===== config.mk =====
export PLATFORM = sky130hd
export DESIGN_NAME = tnds_queue
export DESIGN_NICKNAME = d
export VERILOG_FILES = /design/src/rtl/tnds_pkg.sv /design/src/rtl/tnds_queue.sv
export SDC_FILE = /design/constraint.sdc
export NUM_CORES = 1
export LEC_CHECK = 0
export BUFFER_PORTS_ARGS = -buffer_cell sky130_fd_sc_hd__buf_4
export CAP_MARGIN = 20
export CORE_MARGIN = 2
export CORE_UTILIZATION = 30
export DETAILED_ROUTE_END_ITERATION = 12
export GPL_TIMING_DRIVEN = 0
export HOLD_SLACK_MARGIN = 0.05
export SYNTH_ARGS = -nofsm -noshare
export SYNTH_HDL_FRONTEND = slang
export SYNTH_SLANG_ARGS = --single-unit

===== constraint.sdc =====
create_clock -name clk -period 3.1 [get_ports clk]
set_input_delay 0.62 -clock clk [delete_from_list [all_inputs] [get_ports clk]]
set_output_delay 0.62 -clock clk [all_outputs]
set_load 0.01 [all_outputs]

===== src/rtl/tnds_pkg.sv =====
// ----------------------------------------------------------------------------
// tnds_pkg: shared types and constants for the top-N dot-product search
// Holds field widths, default sizes, command codes and the record that goes
// from the front end through the queue to the back end.
// ----------------------------------------------------------------------------
`default_nettype none

package tnds_pkg;

  // Field widths fixed by the interface.
  localparam int CMD_W   = 2;
  localparam int IDX_W   = 8;
  localparam int ELEM_W  = 16;
  localparam int ID_W    = 20;
  localparam int RANK_W  = 5;
  localparam int SCORE_W = 48;
  localparam int PROD_W  = 2 * ELEM_W;

  // Default sizes for the top-level parameters.
  localparam int TOP_N_DEF      = 25;
  localparam int VECTOR_DIM_DEF = 256;
  localparam int VOCAB_SIZE_DEF = 1048576;

  // Depth of the queue between front and back.
  localparam int QUEUE_DEPTH = 4;

  // Saturation limits of the Q24.24 accumulator.
  localparam logic signed [SCORE_W-1:0] SCORE_MAX = {1'b0, {(SCORE_W-1){1'b1}}};
  localparam logic signed [SCORE_W-1:0] SCORE_MIN = {1'b1, {(SCORE_W-1){1'b0}}};

  // Command codes carried by the command field.
  typedef enum logic [CMD_W-1:0] {
    CMD_LOAD   = 2'd0,
    CMD_CAND   = 2'd1,
    CMD_REPORT = 2'd2,
    CMD_CLEAR  = 2'd3
  } op_kind_t;

  // Work record handed from the front end to the back end.
  typedef struct packed {
    op_kind_t                  kind;
    logic signed [PROD_W-1:0]  prod;
    logic [ID_W-1:0]           id;
    logic                      last;
    logic                      excluded;
    logic                      id_ok;
  } op_t;

endpackage

`default_nettype wire


===== src/rtl/tnds_queue.sv =====
// ----------------------------------------------------------------------------
// tnds_queue: short queue between front and back
// Holds a few work records so that the front and the back stall on their own.
// ----------------------------------------------------------------------------
`default_nettype none

module tnds_queue (
  input  wire logic          clk,
  input  wire logic          rst,
  input  wire tnds_pkg::op_t push_op,
  input  wire logic          push_valid,
  output logic               push_ready,
  output tnds_pkg::op_t      pop_op,
  output logic               pop_valid,
  input  wire logic          pop_ready
);

  localparam int DEPTH = tnds_pkg::QUEUE_DEPTH;
  localparam int PTR_W = $clog2(DEPTH);

  tnds_pkg::op_t       slots [DEPTH];
  logic [PTR_W-1:0]    wr_ptr;
  logic [PTR_W-1:0]    rd_ptr;
  logic [PTR_W:0]      count;
  logic                push_fire;
  logic                pop_fire;

  // Handshake on both sides.
  always_comb begin
    push_ready = (count != (PTR_W+1)'(DEPTH));
    pop_valid  = (count != '0);
    push_fire  = push_valid && push_ready;
    pop_fire   = pop_valid && pop_ready;
    pop_op     = slots[rd_ptr];
  end

  // Record storage.
  always_ff @(posedge clk) begin
    if (push_fire) begin
      slots[wr_ptr] <= push_op;
    end
  end

  // Pointers and fill count; the depth is a power of two so pointers wrap.
  always_ff @(posedge clk) begin
    if (rst) begin
      wr_ptr <= '0;
      rd_ptr <= '0;
      count  <= '0;
    end else begin
      if (push_fire) begin
        wr_ptr <= wr_ptr + 1'b1;
      end
      if (pop_fire) begin
        rd_ptr <= rd_ptr + 1'b1;
      end
      if (push_fire && !pop_fire) begin
        count <= count + 1'b1;
      end else if (pop_fire && !push_fire) begin
        count <= count - 1'b1;
      end
    end
  end

endmodule

`default_nettype wire


## Word level (Yosys, flattened, before mapping)

Memory sizes are Yosys's and may differ from the RTL's. A register that Yosys moved wholly into a read port is not among the register bits.
Index checks and enable logic that the tools add are counted.

| storage, ports and cells | value |
|---|---|
| bits in registers | 7 |
| memory bits (writable) | 228 |
| input port bits | 61 |
| output and inout bits | 59 |
| logic and storage cells | 23 |
| memories | 1 |

| cells by class | value |
|---|---|
| add/sub/neg operators | 4 |
| equal/unequal tests | 1 |
| muxes and demuxes | 6 |
| reductions and logical operators | 8 |

Memories:

| name | words | bits a word | rd ports | clocked after memory_dff | wr ports | line | text |
|---|---|---|---|---|---|---|---|
| slots | 4 | 57 | 1 | 1 | 1 | tnds_queue.sv:21 | `tnds_pkg::op_t slots [DEPTH];` |

Operators by type and width:

| operator | number |
|---|---|
| two-way mux 3 bit | 2 |
| adder 2 x 1 -> 2 bit (second input constant) | 2 |
| logical AND 1 bit | 4 |
| two-way mux 2 bit | 2 |
| adder 3 x 1 -> 3 bit (second input constant) | 1 |
| inequality test 3 bit (second input constant) | 1 |
| nonzero test 3 bit | 1 |
| subtractor 3 x 1 -> 3 bit (second input constant) | 1 |
| zero test 1 bit | 2 |
| two-way mux 1 bit | 2 |
| nonzero test 2 bit | 1 |

## Longest topological paths before layout

| logic depth | value |
|---|---|
| depth in word-level cells | 6 |
| depth in mapped cells | 8 |
| mapped depth without buffers | 8 |

## Worst setup path before layout

Ideal clock, no wire load.

| path | value |
|---|---|
| path type | in2reg |
| from | input push_valid |
| to | memory slots[2][0] (netlist bit) (enable) |
| library setup time | 421 ps |
| arrival time | 2276 ps |
| data required time | 2679 ps |
| path slack | 403 ps |
| stages on the path | 2 |
| path buffers | 0 |
| cell sequence | a21boi_2 -> and2_1 |

| between the ends | value |
|---|---|
| word-level cells in the longest chain between the ends | 3 |

RTL lines:

| element | line | text |
|---|---|---|
| start, declared | tnds_queue.sv:11 | `input wire logic push_valid,` |
| logical AND 1 bit | tnds_queue.sv:32 | `push_fire = push_valid && push_ready;` |
| two-way mux 1 bit | tnds_queue.sv:39 | `if (push_fire) begin` |
| two-way mux 1 bit (implied by the code) | tnds_queue.sv:40 | `slots[wr_ptr] <= push_op;` |
| end, declared | tnds_queue.sv:21 |  |

Every way passes these cells.

==> key figures <==
Floorplanning
  • Initial core utilization: 30.3%
  • Die W: 174 um
  • Core area: about 29000 um^2
  • Ports: 120
  • Die area: 30300 um^2
  • Row count: between 60 and 70
  • Chip height: roughly 170 um

Critical path
  • Setup Crit Path Kind: flip-flop to output port
  • Critical Path AT: 2.13 ns
  • Req. time, crit path: ~2.5 ns
  • CP peak stage delay: roughly 0.38 ns
  • CP Launch Type: flip-flop
  • Crit path cell chain: buf_2 > buf_2 > mux4_2 > buf_4
  • CP delay by family, top: buffers and inverters
  • Cell mode on critical path: buf_2
  • CP max-delay cell: mux4_2
  • Setup crit end kind: output port
  • Worst Path Max Fanout: 10
  • Buf/Inv on CP: 3

Synth
  • Most common cell in the synthesized netlist: edfxtp_1
  • Synth area leader: edfxtp_1
  • Synth Instances: 345
  • Post-synth EDFFs: 228
  • FFs w/ async S/R, synth: 0%
  • Area share of the largest cell type after synthesis: 78.8%
  • Synthesized area: 8680 um^2
  • Synth area leaders: edfxtp_1 (79%), mux4_2 (15%), dfxtp_1 (2.1%), ha_1 (0.72%), buf_6 (0.52%)
  • Top post-synthesis cells by count: edfxtp_1 (228), mux4_2 (57), dfxtp_1 (9)
  • Post-synth cell types: 23
  • Mean Syn Cell Area: between 20 and 30 um^2
  • Most common flop cell mapped by yosys: edfxtp_1
  • Yosys reg bits: 237
  • Sequential fraction of the synthesis area: 80.9%
  • Synth Warn #: 0
  • Syn Nets: 412

Route
  • Total Wirelength: 16800 um
  • # DRC: 0
  • Initial DRC count: 216
  • Vias per cell: between 4 and 5
  • Average wire per standard cell: 18.7 um
  • Drt pass-1 iters: 4
  • Routed Antenna Nets: 0
  • Routed vias: 3995

Clock tree
  • CTS Buf Count: 25
  • Root buf cell: clkbuf_16
  • Post-CTS sizing: 0
  • # hold bufs at CTS: 0
  • Worst-skew pair later-pin latency: 0.52 ns
  • Worst-path clk slew: 0.06 ns
  • Clk sink count: 237
  • CTS tree: done
  • H-tree depth: 1
  • Clk buf depth: 3
  • Post-CTS Setup Repair Bufs: 0

Global routing
  • First-pass GRT wire length: 25400 um
  • Vias in the first global route: 4463
  • GRT Overall Usage: 10.9%
  • Pin count of the biggest net entering global routing: 35
  • Initial antenna violation count: 0
  • Total grt overflow: 0

Cells and area
  • Number of diodes: 0
  • Sequential Area: 7030 um^2
  • Final #Nets: 561
  • Area of the multi-input gates: 1560 um^2
  • Fill cells: between 2000 and 3000
  • Layout cell share with drive strength beyond 1: between 40 and 50%
  • Area Overhead vs Synth: 25.6%
  • Final Util: 38.1%

Timing
  • Max Fclk: 364 MHz
  • RSZ-0062 raised after global routing: no
  • Fin crit period: 2.75 ns
  • Smallest setup slack after layout: roughly 0.35 ns
  • Setup violators final: 0
  • Fin. Hold Viols: 0
  • Final period util: roughly nine tenths
  • Rel. slew slack: 51.9%
  • Slew Viols, Final: 0
  • Max Clock Skew: 0.00867 ns
  • Least-Margin Pin Slew: 0.721 ns

Power and ir drop
  • Clk pwr share: about 31%
  • Power Density: 829 nW/um^2
  • Reg power frac: 44.1%
  • Switching part of the total: 25.7%
  • VDD IR max: 0.457 mV
  • Psw: 0.00233 W
  • Internal: 0.00672 W
  • Leakage: 3.64 nW
  • Logic pwr share: between 20% and 30%

Run
  • Max cap viols: 0

Placed design
  • IO buf count: 118
  • DP HPWL: ~10000 um
  • Placer Congestion: 0.699
  • Setup WS pre-CTS: 0.659 ns

Outcome
  • Outcome: finished, final reports clean

Hold path
  • Worst Hold Class: input pin to flip-flop
==> layer usage <==
layer	global-route usage, %	vias to the layer above	part of all wire, %
li1	-	1757	-
met1	13.3	2111	41
met2	19.4	96	51
met3	2.78	31	5.5
met4	2.94	0	2.0
met5	0	-	0
==> layout make-up <==
class,count,area share (%)
well taps,384,4.41
repair buffers,122,8.86
clock inverters,18,1.25
plain buffers,13,0.838
multi-input cells,92,14.3
inverters,3,0.103
flip-flops and latches,237,64.4
clock buffers,26,5.77
==> power by group through the flow <==
stage	clock network [W]	registers [W]	logic [W]
floorplan	0	0.00404	0.00133
global placement	0	0.00407	0.00226
detailed placement	0	0.00406	0.00234
CTS	0.00289	0.00399	0.00235
global route	0.00301	0.00402	0.00246
finish	0.00278	0.00399	0.00227
==> layout by cell type (no fill, tap or decap), drive strengths merged <==
cell and count:
clkinvlp 1, bufinv 2, mux2 1, inv 5, clkbuf 29, buf 132
or3 2, o21ai 1, mux4 57, o311ai 1, nor2 8, dfxtp 9
xor2 4, mux2i 2, ha 5, and2 4, nand2 1, a21boi 1
a21oi 1, clkinv 13, edfxtp 228, o31ai 1, fa 1, nand2b 2
==> final timing paths <==
check	startpoint	cells past startpoint	to	slack, ns
worst max-delay path	flip-flop	4	pop_op[25]	0.35
worst min-delay path	push_op[10]	1	slots[0][10]$_DFFE_PP_	0.30
worst max register to register	count[0]$_SDFFE_PP0P_	8	count[2]$_SDFFE_PP0P_	0.79
worst min register to register	wr_ptr[1]$_SDFFE_PP0P_	2	wr_ptr[1]$_SDFFE_PP0P_	0.52
==> sequential cells by signal, summed over array words and instances (netlist names), named ones only <==
register  count
rd_ptr        2
wr_ptr        2
slots       228
count         3
==> through the flow <==
step	area [um^2]	instances	total power, W	TNS (ns)	hold slack (ns)
6_report	10900	895	0.00904	0	0.300
3_5_place_dp	10100	851	0.00640	0	0.513
4_1_cts	10900	895	0.00924	0	0.269
5_1_grt	10900	895	0.00948	0	0.275
3_3_place_gp	10000	847	0.00633	-199.39	0.493
2_1_floorplan	8680	345	0.00537	0	0.482
==> cell families (layout without fill, tap and decap cells) <==
family | after synthesis | count (layout) | synth area share [%]
multiplexers | 60 | 60 | 15.1
AND/OR/NAND/NOR | 17 | 17 | 0.965
XOR/XNOR | 4 | 4 | 0.403
buffers and inverters | 16 | 182 | 1.18
flip-flops | 237 | 237 | 80.9
adder cells (fa/ha/maj) | 6 | 6 | 0.951
AO/OA/AOI/OAI | 5 | 5 | 0.432
Note: power is estimated with default switching activity, not from simulation.
