[config.mk]
export PLATFORM = sky130hd
export DESIGN_NAME = tnds_front
export DESIGN_NICKNAME = d
export VERILOG_FILES = /design/src/rtl/tnds_pkg.sv /design/src/rtl/tnds_front.sv
export SDC_FILE = /design/constraint.sdc
export NUM_CORES = 2
export LEC_CHECK = 0
export BUFFER_PORTS_ARGS = -buffer_cell sky130_fd_sc_hd__clkbuf_2
export CORE_MARGIN = 2
export CORE_UTILIZATION = 35
export CTS_CLUSTER_DIAMETER = 200
export DETAILED_ROUTE_END_ITERATION = 10
export PLACE_DENSITY_LB_ADDON = 0.05
export SYNTH_ARGS = -nofsm -noshare
export SYNTH_HDL_FRONTEND = slang
export SYNTH_SLANG_ARGS = --single-unit
[constraint.sdc]
create_clock -name clk -period 7.79 [get_ports clk]
set_input_delay 1.1685 -clock clk [delete_from_list [all_inputs] [get_ports clk]]
set_output_delay 1.1685 -clock clk [all_outputs]
set_load 0.02 [all_outputs]
[src/rtl/tnds_pkg.sv]
// ----------------------------------------------------------------------------
// tnds_pkg: shared types and constants for the top-N dot-product search
// Holds field widths, default sizes, command codes and the record that goes
// from the front end through the queue to the back end.
// ----------------------------------------------------------------------------
`default_nettype none

package tnds_pkg;

  // Field widths fixed by the interface.
  localparam int CMD_W   = 2;
  localparam int IDX_W   = 8;
  localparam int ELEM_W  = 16;
  localparam int ID_W    = 20;
  localparam int RANK_W  = 5;
  localparam int SCORE_W = 48;
  localparam int PROD_W  = 2 * ELEM_W;

  // Default sizes for the top-level parameters.
  localparam int TOP_N_DEF      = 25;
  localparam int VECTOR_DIM_DEF = 256;
  localparam int VOCAB_SIZE_DEF = 1048576;

  // Depth of the queue between front and back.
  localparam int QUEUE_DEPTH = 4;

  // Saturation limits of the Q24.24 accumulator.
  localparam logic signed [SCORE_W-1:0] SCORE_MAX = {1'b0, {(SCORE_W-1){1'b1}}};
  localparam logic signed [SCORE_W-1:0] SCORE_MIN = {1'b1, {(SCORE_W-1){1'b0}}};

  // Command codes carried by the command field.
  typedef enum logic [CMD_W-1:0] {
    CMD_LOAD   = 2'd0,
    CMD_CAND   = 2'd1,
    CMD_REPORT = 2'd2,
    CMD_CLEAR  = 2'd3
  } op_kind_t;

  // Work record handed from the front end to the back end.
  typedef struct packed {
    op_kind_t                  kind;
    logic signed [PROD_W-1:0]  prod;
    logic [ID_W-1:0]           id;
    logic                      last;
    logic                      excluded;
    logic                      id_ok;
  } op_t;

endpackage

`default_nettype wire

[src/rtl/tnds_front.sv]
// ----------------------------------------------------------------------------
// tnds_front: input side of the top-N dot-product search
// Accepts input beats, keeps the query vector, reads the matching query
// element and forms the product, then hands work records to the queue.
// ----------------------------------------------------------------------------
`default_nettype none

module tnds_front #(
  parameter int VECTOR_DIM = tnds_pkg::VECTOR_DIM_DEF,
  parameter int VOCAB_SIZE = tnds_pkg::VOCAB_SIZE_DEF
) (
  input  wire logic                               clk,
  input  wire logic                               rst,
  input  wire logic                               in_valid,
  output logic                                    in_ready,
  input  wire logic [tnds_pkg::CMD_W-1:0]         command,
  input  wire logic [tnds_pkg::IDX_W-1:0]         elem_index,
  input  wire logic signed [tnds_pkg::ELEM_W-1:0] elem_value,
  input  wire logic [tnds_pkg::ID_W-1:0]          cand_id,
  input  wire logic                               cand_last,
  input  wire logic                               cand_excluded,
  output tnds_pkg::op_t                           push_op,
  output logic                                    push_valid,
  input  wire logic                               push_ready
);

  localparam int IDX_SPAN  = 1 << tnds_pkg::IDX_W;
  localparam int MEM_DEPTH = (VECTOR_DIM < IDX_SPAN) ? VECTOR_DIM : IDX_SPAN;
  localparam int ADDR_W    = (MEM_DEPTH > 1) ? $clog2(MEM_DEPTH) : 1;
  localparam int ELEM_W    = tnds_pkg::ELEM_W;
  localparam int PROD_W    = tnds_pkg::PROD_W;
  localparam int ID_W      = tnds_pkg::ID_W;

  // Query vector storage; entries hold garbage until loaded.
  logic signed [ELEM_W-1:0] qmem [MEM_DEPTH];
  logic signed [ELEM_W-1:0] q_rdata;

  // Decoded view of the incoming beat.
  tnds_pkg::op_kind_t in_kind;
  logic               in_fire;
  logic               in_range;
  logic               in_id_ok;
  logic [ADDR_W-1:0]  in_addr;

  // Stage register between the query read and the queue.
  logic                     s1_valid;
  tnds_pkg::op_kind_t       s1_kind;
  logic signed [ELEM_W-1:0] s1_eval;
  logic                     s1_in_range;
  logic [ID_W-1:0]          s1_id;
  logic                     s1_last;
  logic                     s1_excluded;
  logic                     s1_id_ok;
  logic signed [PROD_W-1:0] s1_prod;

  // Classify the beat and check its index and id against the sizes.
  always_comb begin
    in_kind  = tnds_pkg::op_kind_t'(command);
    in_fire  = in_valid && in_ready;
    in_range = 32'(elem_index) < 32'(VECTOR_DIM);
    in_id_ok = 32'(cand_id) < 32'(VOCAB_SIZE);
    in_addr  = elem_index[ADDR_W-1:0];
  end

  // The stage accepts a new beat when empty or when it drains this cycle.
  assign in_ready = !s1_valid || push_ready;

  // Query load writes the store; every accepted beat reads it.
  always_ff @(posedge clk) begin
    if (in_fire && (in_kind == tnds_pkg::CMD_LOAD) && in_range) begin
      qmem[in_addr] <= elem_value;
    end
    if (in_fire) begin
      q_rdata <= qmem[in_addr];
    end
  end

  // Stage occupancy; query loads finish here and do not go further.
  always_ff @(posedge clk) begin
    if (rst) begin
      s1_valid <= 1'b0;
    end else if (in_fire) begin
      s1_valid <= (in_kind != tnds_pkg::CMD_LOAD);
    end else if (push_ready) begin
      s1_valid <= 1'b0;
    end
  end

  // Stage payload.
  always_ff @(posedge clk) begin
    if (in_fire) begin
      s1_kind     <= in_kind;
      s1_eval     <= elem_value;
      s1_in_range <= in_range;
      s1_id       <= cand_id;
      s1_last     <= cand_last;
      s1_excluded <= cand_excluded;
      s1_id_ok    <= in_id_ok;
    end
  end

  // Exact Q8.24 product; an element past the vector end adds nothing.
  always_comb begin
    s1_prod = '0;
    if (s1_in_range) begin
      s1_prod = PROD_W'(q_rdata) * PROD_W'(s1_eval);
    end
  end

  // Work record toward the queue.
  always_comb begin
    push_valid        = s1_valid;
    push_op.kind      = s1_kind;
    push_op.prod      = s1_prod;
    push_op.id        = s1_id;
    push_op.last      = s1_last;
    push_op.excluded  = s1_excluded;
    push_op.id_ok     = s1_id_ok;
  end

endmodule

`default_nettype wire

-- Word level (Yosys, flattened, before mapping)
Memories as Yosys holds them, arrays and structs flattened. A register that Yosys moved wholly into a read port is not among the register bits.
Index checks and enable logic that the tools add are counted.
Widths: inputs -> output; s select.
- reductions and logical operators: 7
- divide/modulo/power cells: 0
- add/subtract/negate cells: 0
- muxes and demuxes: 4
- bitwise operators: 0
- shifts and indexed selects: 0
- multipliers: 1
- $lt $le $gt $ge: 0
- eq/ne operators: 0
- operators by type and width (cell ; count):
    $mul 16x16->32 ; 1
    $mux 1 ; 4
    $reduce_bool 2->1 ; 2
    $logic_and 1x1->1 ; 2
    $logic_not 2->1 ; 1
    $logic_not 1->1 ; 1
    $logic_or 1x1->1 ; 1
- bits in latches: 0
- memory bits (read-only): 0
- register bits after elaboration: 41
- memories kept: 1
- memory bits (writable): 4096
- output and inout port bits: 59
- memories (memory ; words ; bits a word ; rd ports ; clocked after Yosys merged registers in ; write ports ; RTL line ; source):
    qmem ; 256 ; 16 ; 1 ; 1 ; 1 ; tnds_front.sv:35 ; logic signed [ELEM_W-1:0] qmem [MEM_DEPTH];

-- Longest topological paths before layout
- word-level depth: 6
- gate-level depth with buffers: 24

-- Least setup slack after synthesis
Ideal clock, no wire load.
- path type: reg2out
- start point: register q_rdata[15], read port of qmem
- end point: output push_op[54] in the netlist's numbering
- arrival time: 6075 ps
- slack: 547 ps
- data required time: 6622 ps
- cell stages (with the launch flop): 23
- path buffers: 2
- cell sequence: edfxtp_1 clkbuf_1 nand2_1 inv_1 fa_1 fa_1 fa_1 fa_1 fa_1 inv_1 fa_1 inv_1 ha_1 clkbuf_1 a21o_1 a21oi_1 o21bai_1 a31oi_1 o21ai_0 a2111oi_0 o31ai_1 a21oi_1 xnor2_1
- RTL lines (item ; RTL line ; source):
    from (decl) ; tnds_front.sv:36 ; logic signed [ELEM_W-1:0] q_rdata;
    to (decl) ; tnds_front.sv:22 ; output tnds_pkg::op_t push_op,

==> flow_summary.json <==
{
  "wl_um": 517000,
  "period_minus_slack_ps": 8220,
  "timing.rr.end": "qmem[25][9]",
  "grtUsageMet2": 0.341,
  "ff2ff_setup_slack_ps": 3970,
  "hold_viol": 0,
  "status": "complete, but fails checks",
  "use_met3": 0.0348,
  "cap_violations": 0,
  "htree_levels": 5,
  "rows": 254,
  "violations": "setup timing",
  "drive_above_1_share": 0.342,
  "worstPathArrival_ps": 7050,
  "num_vias": 79900,
  "async_reset_ff_frac": 0,
  "timing.rr.start": "push_valid",
  "hold_depth": 2,
  "cts.sinks": 4153,
  "ys_seq_area_frac": 0.743,
  "ioPinCount": 111,
  "max_freq_ghz": 0.122,
  "die_x_um": 697,
  "ant_nets": 0,
  "ctsHoldBuffers": 0,
  "start_util": 0.351,
  "antenna_found_initial": 48,
  "grtUsageTotal": 0.212,
  "p_leak_uw": 0.0618,
  "ys_warn_count": 0,
  "hp-class": "in -> reg",
  "synth_edf_count": 4152,
  "cts_tree": "done",
  "fin_skew_ps": 31.7,
  "dr.pass1.iters": 7,
  "crit_type": "reg -> out",
  "maxSlewViolCount": 0,
  "grt_first_pass_wirelength_um": 709000,
  "numCtsBuffers": 458,
  "rsz0062_at_grt": "true",
  "grt_pass1_vias": 83700,
  "critical_path.startpoint": "s1_eval[5]",
  "syn-num-nets": 7776,
  "total_power_uw": 70600,
  "gp_congestion": 0.802,
  "dp_hpwl_um": 309000,
  "ys_ff_latch": 4153,
  "drc_errors": 0,
  "nNetsFinal": 8477,
  "min_from": "rst",
  "p_per_area_nw_per_um2": 362,
  "cp_common_cell": "fa_1",
  "required_ps": 6620,
  "insertion_delay_ps": 1010,
  "pre_cts_slack_ps": -223,
  "io_buffer_count": 109,
  "core_um2": 478000,
  "vdd_ir_drop_max_uv": 1750,
  "crit_fanout": 8,
  "crit_slowest_cell": "fa_1",
  "syn_avg_cell_area_um2": 22.7,
  "max_slew_margin": 0.121,
  "start_kind": "flop",
  "grt_busiest_layer": "met2",
  "ys.flop_type": "edfxtp_1",
  "met1_usage": 0.303,
  "endpoint_kind": "output port",
  "cts.path.max_buffers": 4,
  "synthToLayoutAreaGrowth_pct": 16.1,
  "setup_viol": 12,
  "vias_per_cell": 5.37,
  "grt_max_degree": 161,
  "final_common_cell": "edfxtp_1",
  "syn_inst": 7380,
  "drt_iter0_markers": 7725,
  "worst_pin_slew_ps": 1320,
  "crit_chain": "buf_6, and2_4, fa_1, inv_1, fa_1, fa_1, inv_2, fa_1, fa_1, inv_2, fa_1, inv_2, ha_4, or2_4, a311oi_4, buf_6, o31ai_4, buf_12, a2111oi_4, buf_4, o31ai_2, a21oi_1, xnor2_1, buf_4",
  "syn_area_um2": 168000,
  "crit_path_max_incr_delay_ps": 560,
  "dieArea_um2": 485000,
  "hold_end": "push_valid",
  "r2r_cells": 7,
  "finalCritPeriodShare": 1.05,
  "synth_cell_type_count": 55,
  "final_cell_mix": "edfxtp_1, mux4_2, clkbuf_16",
  "grt_overflow": 0,
  "wl_per_cell_um": 34.7,
  "setup_ws_ps": -428,
  "clk_pin_slew_worst_paths_ps": 60,
  "die_y_um": 697,
  "cts_root_buf": "clkbuf_16"
}
-- worst max path at each step --
stage | end | depth (start not counted)
3_3_place_gp | push_op[54] | 23
4_1_cts | push_op[54] | 23
6_report | push_op[54] | 24
2_1_floorplan | push_op[54] | 22
5_1_grt | push_op[54] | 22
3_5_place_dp | push_op[54] | 24
-- logic make-up after synthesis --
kind of cell	count (synthesis)	share of synthesized area
xor gates and xnor gates	35	0.00183
other	1	0.0000223
DFF	4153	0.743
and+or+nand+nor	699	0.0186
muxes	1314	0.175
AOI/OAI and AO/OA	174	0.00742
adders and majority gates	344	0.0374
buffers and inverters	660	0.0171
-- layer usage --
layer / vias up / routed length (um)
li1: 32100 / -
met1: 44900 / 229000
met2: 2255 / 245000
met3: 613 / 29600
met4: 4 / 13500
met5: - / 31
-- layout make-up --
class	count	area (um^2)
multi-input cells	2567	41700
clock buffers	578	12100
diodes	24	60.1
well taps	6400	8010
fillers	42200	283000
repair buffers	617	5170
clock inverters	263	2080
flip-flops and latches	4153	125000
inverters	284	1070
-- registers in the layout, summed over array words and instances (netlist names) --
| name | count |
|---|---|
| push_valid | 1 |
| q_rdata | 16 |
| qmem | 4096 |
| s1_eval | 16 |
| s1_excluded | 1 |
| s1_id | 20 |
| s1_kind | 2 |
| s1_last | 1 |
-- where the power goes --
group / leakage, uW / switching (uW) / total (uW) / internal [uW]
clock: 0.00692 / 8880 / 20700 / 11800
sequential: 0.0374 / 29.4 / 24700 / 24600
combinational: 0.0175 / 13800 / 25200 / 11400
total: 0.0618 / 22700 / 70600 / 47900
-- critical path, delay by kind of cell (launching register included) --
| family | cells | cell delay, ps |
|---|---|---|
| buffers and inverters | 9 | 990 |
| and+or+nand+nor | 2 | 390 |
| xor gates and xnor gates | 1 | 130 |
| adders and majority gates | 7 | 3160 |
| AOI/OAI and AO/OA | 5 | 880 |
| DFF | 1 | 460 |
-- synth_stat cells, drive strengths merged, types with 2 or more instances --
master / count / area share
edfxtp: 4152 / 0.74
mux4: 1293 / 0.17
nor2: 309 / 0.0069
inv: 284 / 0.0064
fa: 262 / 0.031
buf: 202 / 0.0068
nand2: 178 / 0.0040
clkbuf: 174 / 0.0039
and2: 127 / 0.0047
ha: 82 / 0.0061
a22oi: 67 / 0.0030
xnor2: 28 / 0.0015
a21oi: 23 / 0.00069
nand4: 19 / 0.00071
mux2i: 16 / 0.00095
nand3: 16 / 0.00048
o21ai: 16 / 0.00048
nor3: 15 / 0.00045
a21o: 12 / 0.00054
nand2b: 11 / 0.00041
nor2b: 10 / 0.00037
a22o: 9 / 0.00047
a32oi: 8 / 0.00042
xor2: 7 / 0.00037
a211oi: 6 / 0.00027
mux2: 5 / 0.00034
o21bai: 5 / 0.00022
a31oi: 4 / 0.00015
o22ai: 4 / 0.00015
o31ai: 4 / 0.00018
or2: 4 / 0.00015
or4: 4 / 0.00018
a2111o: 2 / 0.00013
and4: 2 / 0.00010
o21a: 2 / 0.000089
or3: 2 / 0.000075
-- through the flow --
stage          setup TNS, ps  cells  hold slack [ps]   util  area (um^2)
2_1_floorplan              0   7380              723      -       168000
3_3_place_gp            -403  14000              505  0.376       180000
3_5_place_dp            -258  14000              541  0.376       180000
4_1_cts                -4320  14800              200  0.407       195000
5_1_grt                -6540  14900              241  0.408       195000
6_report               -2790  14900              320  0.408       195000
-- what timing repair did --
item,CTS,global route
gates resized for setup,111,58
pin swaps,56,36
setup endpoints to repair,19,18
buffers inserted,29,22
Note: power is estimated with default switching activity, not from simulation.
